===== src/hw/rtl/mrd_pkg.sv =====
// Shared types and constants for the motion region direction unit.
// No dependencies.
`default_nettype none

package mrd_pkg;

  localparam int PIXEL_W       = 8;
  localparam int REGION_SIZE_W = 10;
  localparam int DIR_W         = 3;
  localparam int SUM_W         = 27;
  localparam int SUM_MAG_W     = SUM_W - 1;
  localparam int SUM_LIMIT     = 67108863;

  typedef logic [PIXEL_W-1:0]       pixel_t;
  typedef logic [REGION_SIZE_W-1:0] region_size_t;
  typedef logic [DIR_W-1:0]         dir_t;
  typedef logic signed [SUM_W-1:0]  sum_t;

  localparam dir_t DIR_NONE      = 3'd0;
  localparam dir_t DIR_VERT_NEG  = 3'd1;
  localparam dir_t DIR_VERT_POS  = 3'd2;
  localparam dir_t DIR_HORIZ_POS = 3'd3;
  localparam dir_t DIR_HORIZ_NEG = 3'd4;

  // One pixel as it leaves the front stage
  typedef struct packed {
    logic   vert_en;
    logic   horiz_en;
    logic   last;
    pixel_t px;
    pixel_t left;
  } s1_t;

endpackage

`default_nettype wire


===== src/hw/rtl/mrd_accum.sv =====
// Saturating vertical and horizontal difference accumulators.
// Depends on mrd_pkg.
`default_nettype none

module mrd_accum import mrd_pkg::*; (
  input  logic   clk,
  input  logic   rst,
  input  logic   s1_adv,
  input  s1_t    s1,
  input  pixel_t s1_up,
  output sum_t   v_next,
  output sum_t   h_next
);

  localparam logic signed [SUM_W:0] POS_LIM = (SUM_W + 1)'(SUM_LIMIT);
  localparam logic signed [SUM_W:0] NEG_LIM = -POS_LIM;

  sum_t vert_acc;
  sum_t horiz_acc;

  function automatic sum_t sat_add(input sum_t acc, input pixel_t a, input pixel_t b);
    logic signed [PIXEL_W:0] d;
    logic signed [SUM_W:0]   s;
    d = $signed({1'b0, a}) - $signed({1'b0, b});
    s = $signed({acc[SUM_W-1], acc}) + $signed({{(SUM_W - PIXEL_W){d[PIXEL_W]}}, d});
    if (s > POS_LIM) begin
      s = POS_LIM;
    end else if (s < NEG_LIM) begin
      s = NEG_LIM;
    end
    return s[SUM_W-1:0];
  endfunction

  always_comb begin
    v_next = vert_acc;
    h_next = horiz_acc;
    if (s1.vert_en && s1_up != '0 && s1.px != '0) begin
      v_next = sat_add(vert_acc, s1_up, s1.px);
    end
    if (s1.horiz_en && s1.left != '0 && s1.px != '0) begin
      h_next = sat_add(horiz_acc, s1.left, s1.px);
    end
  end

  always_ff @(posedge clk) begin
    if (rst) begin
      vert_acc  <= '0;
      horiz_acc <= '0;
    end else if (s1_adv) begin
      vert_acc  <= s1.last ? '0 : v_next;
      horiz_acc <= s1.last ? '0 : h_next;
    end
  end

endmodule

`default_nettype wire


===== config.mk =====
export PLATFORM = sky130hd
export DESIGN_NAME = mrd_accum
export DESIGN_NICKNAME = d
export VERILOG_FILES = /design/src/hw/rtl/mrd_pkg.sv /design/src/hw/rtl/mrd_accum.sv
export SDC_FILE = /design/constraint.sdc
export NUM_CORES = 1
export LEC_CHECK = 0
export ABC_AREA = 1
export BUFFER_PORTS_ARGS = -buffer_cell sky130_fd_sc_hd__buf_2
export CAP_MARGIN = 15
export CORE_MARGIN = 2
export CORE_UTILIZATION = 40
export CTS_CLUSTER_DIAMETER = 100
export DETAILED_ROUTE_END_ITERATION = 16
export MAX_ROUTING_LAYER = met4
export PLACE_DENSITY = 0.55
export SLEW_MARGIN = 0
export SYNTH_ARGS = -nofsm -noshare
export SYNTH_HDL_FRONTEND = slang
export SYNTH_SLANG_ARGS = --single-unit
export TNS_END_PERCENT = 30

===== constraint.sdc =====
create_clock -name clk -period 8.7 [get_ports clk]
set_input_delay 1.74 -clock clk [delete_from_list [all_inputs] [get_ports clk]]
set_output_delay 1.74 -clock clk [all_outputs]
set_load 0.02 [all_outputs]

==> results of run 1 <==
## logic make-up (layout without fill, tap and decap cells)
kind of cell,after synthesis,count (layout),share of synthesized area [%]
AOI/OAI and AO/OA,186,186,13.66
xor gates and xnor gates,20,20,2.414
adders and majority gates,76,76,11.98
buffers and inverters,293,358,14.24
DFF,54,54,13.20
and+or+nand+nor,859,859,44.52
## sequential cells by signal, indices dropped and copies added, names as in the netlist
register and count:
horiz_acc 27, vert_acc 27
## power by group through the flow
stage / Clock (uW) / Combinational [uW] / Sequential (uW)
3_3_place_gp: 0 / 886 / 280
2_1_floorplan: 0 / 671 / 276
4_1_cts: 246 / 890 / 275
6_report: 235 / 891 / 275
3_5_place_dp: 0 / 886 / 281
5_1_grt: 250 / 1010 / 277
## metrics by stage
| stage | hold slack, ns | power (uW) | setup WS, ns | utilization [%] |
|---|---|---|---|---|
| 5_1_grt | 0.5127 | 1533 | 0.04324 | 44.58 |
| 2_1_floorplan | 0.4580 | 946.4 | 1.103 | - |
| 3_5_place_dp | 0.4765 | 1166 | 0.3733 | 43.79 |
| 6_report | 0.4906 | 1401 | 0.5476 | 44.58 |
| 4_1_cts | 0.4931 | 1411 | 0.3514 | 44.56 |
| 3_3_place_gp | 0.4731 | 1167 | 0.4749 | 43.79 |
## per-layer routing
metal / vias to the layer above / share of wire [%] / global-route usage [%]
li1: 4807 / - / -
met5: - / 0 / -
met4: 0 / 0.96 / 3.894
met1: 3961 / 53 / 35.33
met3: 17 / 5.8 / 3.696
met2: 208 / 41 / 36.31
## critical path, cell delays in order
cell and delay, ns:
buf_2 0.09, inv_1 0.05, ha_1 0.20, fa_1 0.40, o21ai_0 0.30, a21oi_1 0.10
o21ai_0 0.29, a21o_1 0.18, a21oi_2 0.15, buf_4 0.23, ha_1 0.37, nand2_1 0.12
nor2_1 0.21, nand2_1 0.10, nor2_1 0.11, nand2_1 0.12, nand3_2 0.11, nand2_1 0.07
o211ai_2 0.09, xor2_2 0.12, o21ai_4 0.62, buf_4 0.35, a21boi_0 0.12, buf_2 0.17
## area by class of cell
cell class	count	area [um^2]	area share (%)
clock buffers	6	138.9	1.545
inverters	258	968.4	10.77
clock inverters	2	16.27	0.1809
repair buffers	92	483.0	5.372
well taps	270	337.8	3.757
multi-input cells	1141	5966	66.35
flip-flops and latches	54	1081	12.02
## layout by cell type (no fill, tap or decap), types with 25 or more instances in the layout
| master | netlist | layout |
|---|---|---|
| nand2_1 | 574 | 574 |
| inv_1 | 255 | 255 |
| nand3_1 | 113 | 113 |
| a21oi_1 | 106 | 104 |
| buf_2 | 5 | 83 |
| nor2_1 | 80 | 79 |
| ha_1 | 72 | 72 |
| dfxtp_1 | 54 | 54 |
| a21boi_0 | 40 | 40 |
| or2_2 | 25 | 25 |
## worst paths after layout
kind                                      to  slack, ns  depth (start not counted)
hold / removal     vert_acc[12]$_SDFFE_PP0P_       0.49                          2
setup reg to reg  horiz_acc[15]$_SDFFE_PP0P_       5.20                         18
setup / recovery                  h_next[15]       0.55                         24
hold reg to reg    vert_acc[12]$_SDFFE_PP0P_       0.49                          2
==> flow_summary_export.csv, run 1 <==
group,metric,value,unit
run_status,status,"completed",
synth,synth_commonest_cells,"574 x nand2_1, 255 x inv_1, 113 x nand3_1",
grt,antenna_found_initial,0,
layout,finish.net_count,1658,
synth,yosys_warnings,0,
synth,synth.largest_area_cell,"nand2_1",
sta,fin_setup_tns,0,ns
synth,netlist_area,8190,um^2
synth,ys_seq_area_share,13.20,%
floorplanning,die_width,147.1,um
synth,synth-async-reset-ratio,0,%
drt,first_pass_iters,6,
drt,drtIter0Drc,609,
clocking,ctsHoldBuffers,0,
layout,fin_area,8991,um^2
clocking,cts_buffer_depth,2,
synth,ys_ff_latch,54,
floorplanning,rows,52,
clocking,clk_latency,0.32,ns
grt,grt_pass1_wl,41710,um
pwr,swShare,52.70,%
clocking,root_buffer,"clkbuf_16",
drt,routed_wl,25570,um
pwr,clock_power_share,16.8,%
sta,relSlewSlack,44.42,%
pwr,switchingPower,738.4,uW
worst_setup_path,crit_start,"s1[0]",
synth,synth_area_per_cell,5.504,um^2
sta,finalHoldViolCount,0,
floorplanning,die_area,21640,um^2
sta,maxSlewViolCount,0,
layout,drive_gt1_share,10.05,%
clocking,h-tree-depth,2,
sta,skew,0.01082,ns
worst_setup_path,start_kind,"input pin",
grt,grt_pass1_vias,8265,
pwr,p_leak,0.005098,uW
layout,fill_cells,2275,
place,io_buffers,83,
sta,rsz0062_at_grt,"false",
synth,synth_most_common_cell,"nand2_1",
synth,syn_nets,1594,
floorplanning,io_pins,84,
clocking,cts_tree,"done",
clocking,cts_resized,0,
synth,synth_cells,1488,
synth,synth_enable_flop_cells,0,
floorplanning,start_util,40.61,%
sta,tightestPinTransition,0.8328,ns
worst_setup_path,worstPathRequired,6.96,ns
job,maxCapViolCount,0,
grt,gr-total-overflow,0,
synth,synth_area_leaders,"nand2_1 26%, dfxtp_1 13%, inv_1 12%",
grt,grt_max_degree,56,
synth,synth_top_area_share,26.31,%
min_path,hold_path.startpoint,"vert_acc[12]$_SDFFE_PP0P_",
clocking,cts.clk_slew.worst_paths,0.08,ns
floorplanning,core_area,20170,um^2
min_path,holdCritPathClass,"register to register",
sta,timing.final.crit_share,93.71,%
synth,synth_cell_type_count,43,
layout,num_antenna_cells,0,
place,placed_area,8832,um^2
sta,max_freq,0.1227,GHz
synth,yosys_most_used_dff,"dfxtp_1",
drt,drc,0,
worst_setup_path,cp-end-kind,"primary output",
place,hpwlAfterDp,20290,um
clocking,postCtsSetupBuffers,0,
floorplanning,die_h,147.1,um
worst_setup_path,crit_fanout,30,
drt,ant_nets,0,
worst_setup_path,critPathArrivalTime,6.41,ns
pwr,p_seq_share,19.6,%
pwr,p_comb_share,63.6,%
place,dp.cells,1815,
pwr,powerDensity,155.8,nW/um^2
drt,via_count,8993,
drt,vias_per_cell,4.933,
worst_setup_path,path_class,"input pin to primary output",
clocking,cts_made_buffers,5,
place,routabilityCongestion,0.9574,
layout,finalNonFillerCells,1823,
pwr,internal_power,662.7,uW
drt,avgRoutedWirePerCell,14.03,um
grt,grt_util_all_layers,24.35,%
clocking,cts_num_sinks,54,
sta,finalSetupViolations,0,
sta,layout_min_cycle_time,8.152,ns
layout,area_growth,9.777,%
worst_setup_path,r2r-start,"horiz_acc[0]$_SDFFE_PP0P_",
pwr,ir_drop,0.07594,mV
Note: power is estimated with default switching activity, not from simulation.
==> inputs of run 2 (changes only) <==
--- a/config.mk
+++ b/config.mk
@@ -5,7 +5,6 @@
 export SDC_FILE = /design/constraint.sdc
 export NUM_CORES = 1
 export LEC_CHECK = 0
-export ABC_AREA = 1
 export BUFFER_PORTS_ARGS = -buffer_cell sky130_fd_sc_hd__buf_2
 export CAP_MARGIN = 15
 export CORE_MARGIN = 2
@@ -13,7 +12,7 @@
 export CTS_CLUSTER_DIAMETER = 100
 export DETAILED_ROUTE_END_ITERATION = 16
 export MAX_ROUTING_LAYER = met4
-export PLACE_DENSITY = 0.55
+export PLACE_DENSITY = 0.56
 export SLEW_MARGIN = 0
 export SYNTH_ARGS = -nofsm -noshare
 export SYNTH_HDL_FRONTEND = slang
==> run 2 against run 1 <==
Compared with the run above:
- worst setup slack worse by 0.11 ns
- synthesized area is 17% lower
- critical path depth is 2 higher
- critical path type unchanged
- critical endpoint is now h_next[11]
- highest routed layer unchanged
==> flow_summary_export.csv, run 2 <==
group,metric,value,unit
floorplanning,die_area,17990,um^2
drt,avgRoutedWirePerCell,17.24,um
sta,tightestPinTransition,0.8833,ns
min_path,hold_depth,2,
drt,vias_per_cell,5.807,
synth,yosys_warnings,0,
worst_setup_path,path_class,"input pin to primary output",
drt,ant_nets,0,
synth,synth_enable_flop_cells,0,
sta,fin_setup_tns,0,ns
floorplanning,die_h,134.1,um
grt,grt_util_met2,33.19,%
layout,fill_cells,1721,
place,routabilityCongestion,0.9347,
grt,grt_pass1_wl,33780,um
layout,num_antenna_cells,0,
sta,skew,0.006448,ns
sta,finalSetupViolations,0,
grt,gr-total-overflow,0,
pwr,ir_drop,0.08507,mV
layout,layout_common_cells,"107 x a21oi_1, 105 x nand2_1, 88 x nor2_1",
worst_setup_path,slowest_delay,0.45,ns
layout,top_regs,"horiz_acc x27, vert_acc x27",
clocking,cts_num_sinks,54,
place,io_buffers,83,
synth,ys_ff_latch,54,
clocking,cts_resized,0,
worst_setup_path,cp-end-kind,"primary output",
worst_setup_path,crit_fanout,12,
floorplanning,core_area,16580,um^2
synth,synth_cell_type_count,80,
layout,final_common_cell,"a21oi_1",
worst_setup_path,crit_family,"compound AO/OA/AOI/OAI gates",
floorplanning,die_width,134.1,um
clocking,cts_buffer_depth,2,
grt,met1_usage,36.78,%
layout,finish.net_count,1110,
worst_setup_path,cpMostUsedCell,"a21oi_1",
run_status,status,"completed",
drt,first_pass_iters,5,
floorplanning,io_pins,84,
grt,grt_util_all_layers,24.01,%
sta,rsz0062_at_grt,"false",
synth,synth_most_common_cell,"a21oi_1",
layout,multi_input_area,5403,um^2
worst_setup_path,r2r_cells,13,
pwr,powerDensity,170.6,nW/um^2
sta,relSlewSlack,41.05,%
drt,via_count,7114,
clocking,cts_tree,"done",
grt,grt_pass1_vias,6400,
sta,finalHoldViolCount,0,
worst_setup_path,crit_buf_inv,6,
clocking,cts.clk_slew.worst_paths,0.08,ns
drt,drc,0,
grt,antenna_found_initial,0,
clocking,clk_latency,0.32,ns
synth,synth_area_per_cell,7.229,um^2
clocking,cts_made_buffers,5,
pwr,p_leak,0.003458,uW
floorplanning,start_util,40.85,%
sta,layout_min_cycle_time,8.264,ns
drt,routed_wl,21120,um
synth,netlist_area,6774,um^2
job,maxCapViolCount,0,
layout,drive_gt1_share,14.03,%
clocking,ctsHoldBuffers,0,
drt,drtIter0Drc,614,
grt,grt-busiest-layer,"met1",
worst_setup_path,slowest_stage,"a221o_1",
synth,synth_top_area_share,15.96,%
worst_setup_path,cp.depth,26,
clocking,root_buffer,"clkbuf_16",
synth,syn_nets,1043,
clocking,postCtsSetupBuffers,0,
worst_setup_path,start_kind,"input pin",
clocking,h-tree-depth,2,
sta,timing.final.crit_share,94.99,%
synth,synth_area_leaders,"dfxtp_1 16%, ha_1 13%, a21oi_1 7.9%",
layout,utilization,45.93,%
synth,yosys_most_used_dff,"dfxtp_1",
synth,synth_commonest_cells,"107 x a21oi_1, 105 x nand2_1, 89 x nor2_1",
synth,synth-async-reset-ratio,0,%
grt,use_met3,3.364,%
sta,maxSlewViolCount,0,
synth,synth_cells,937,
worst_setup_path,worstPathRequired,6.96,ns
place,placed_area,7436,um^2
synth,ys_seq_area_share,15.96,%
sta,max_freq,0.1210,GHz
worst_setup_path,critPathArrivalTime,6.52,ns
floorplanning,rows,47,
grt,grt_max_degree,33,
synth,synth.largest_area_cell,"dfxtp_1",
layout,area_growth,12.43,%
min_path,holdCritPathClass,"register to register",
layout,fin_area,7616,um^2
layout,seqCellArea,1081,um^2
place,hpwlAfterDp,16570,um
[run 2: cell count changes in the layout (fill, tap and decap cells not counted), sizes merged, moves of 28 or more]
cell / previous run / this run
nand3: 118 / 31
a21boi: 52 / 2
o21ai: 16 / 85
nand2: 580 / 105
a21o: 2 / 30
inv: 259 / 30
[run 2: path summary, 6_finish.rpt]
| path | start | endpoint | slack (ns) |
|---|---|---|---|
| worst max-delay path | s1[0] | h_next[11] | 0.44 |
| worst min-delay path | horiz_acc[25]$_SDFFE_PP0P_ | horiz_acc[25]$_SDFFE_PP0P_ | 0.48 |
| worst max register to register | vert_acc[0]$_SDFFE_PP0P_ | vert_acc[12]$_SDFFE_PP0P_ | 4.79 |
| worst min register to register | horiz_acc[25]$_SDFFE_PP0P_ | horiz_acc[25]$_SDFFE_PP0P_ | 0.48 |
[run 2: kinds of logic after synthesis]
| kind of cell | Yosys count | synth area share [%] |
|---|---|---|
| flip-flops | 54 | 15.96 |
| adder cells (fa/ha/maj) | 82 | 15.42 |
| buffers and inverters | 71 | 4.359 |
| multiplexers | 6 | 0.9420 |
| XOR/XNOR | 54 | 6.982 |
| AO/OA/AOI/OAI | 345 | 33.47 |
| AND/OR/NAND/NOR | 325 | 22.87 |
[run 2: worst register-to-register path, delay by kind of cell (launching register included)]
kind	cells	cell delay (ns)
buf+inv	1	0.06
fa+ha+maj	2	0.63
compound gates	7	2.10
simple gates	3	0.58
flops	1	0.44
[run 2: metal layers]
layer | wire length [um] | vias up
met5 | 0 | -
met2 | 8499 | 214
met3 | 1169 | 17
li1 | - | 3608
met4 | 249 | 0
met1 | 11200 | 3275
[run 2: power breakdown]
part | switching (uW) | total (uW) | internal [uW]
Combinational | 490 | 771 | 281
Sequential | 13.9 | 275 | 261
Clock | 109 | 254 | 145
[run 2: cell type report]
type	instances	area share, %
Multi-Input combinational cell	812	70.94
Sequential cell	54	14.19
Timing Repair Buffer	102	7.491
Tap cell	220	3.614
Clock buffer	6	1.824
Inverter	29	1.429
Clock inverter	2	0.5093
[run 2: metrics by stage]
stage / hold WS (ns) / instances / setup WS (ns) / power [uW]
final: 0.4848 / 1225 / 0.4360 / 1299
after CTS: 0.4904 / 1225 / 0.4313 / 1297
after global routing: 0.5071 / 1225 / 0.01778 / 1392
after floorplan: 0.4442 / 937 / 0.3501 / 834.9
after global placement: 0.4696 / 1217 / 0.4385 / 1046
after detailed placement: 0.4777 / 1217 / 0.4530 / 1039
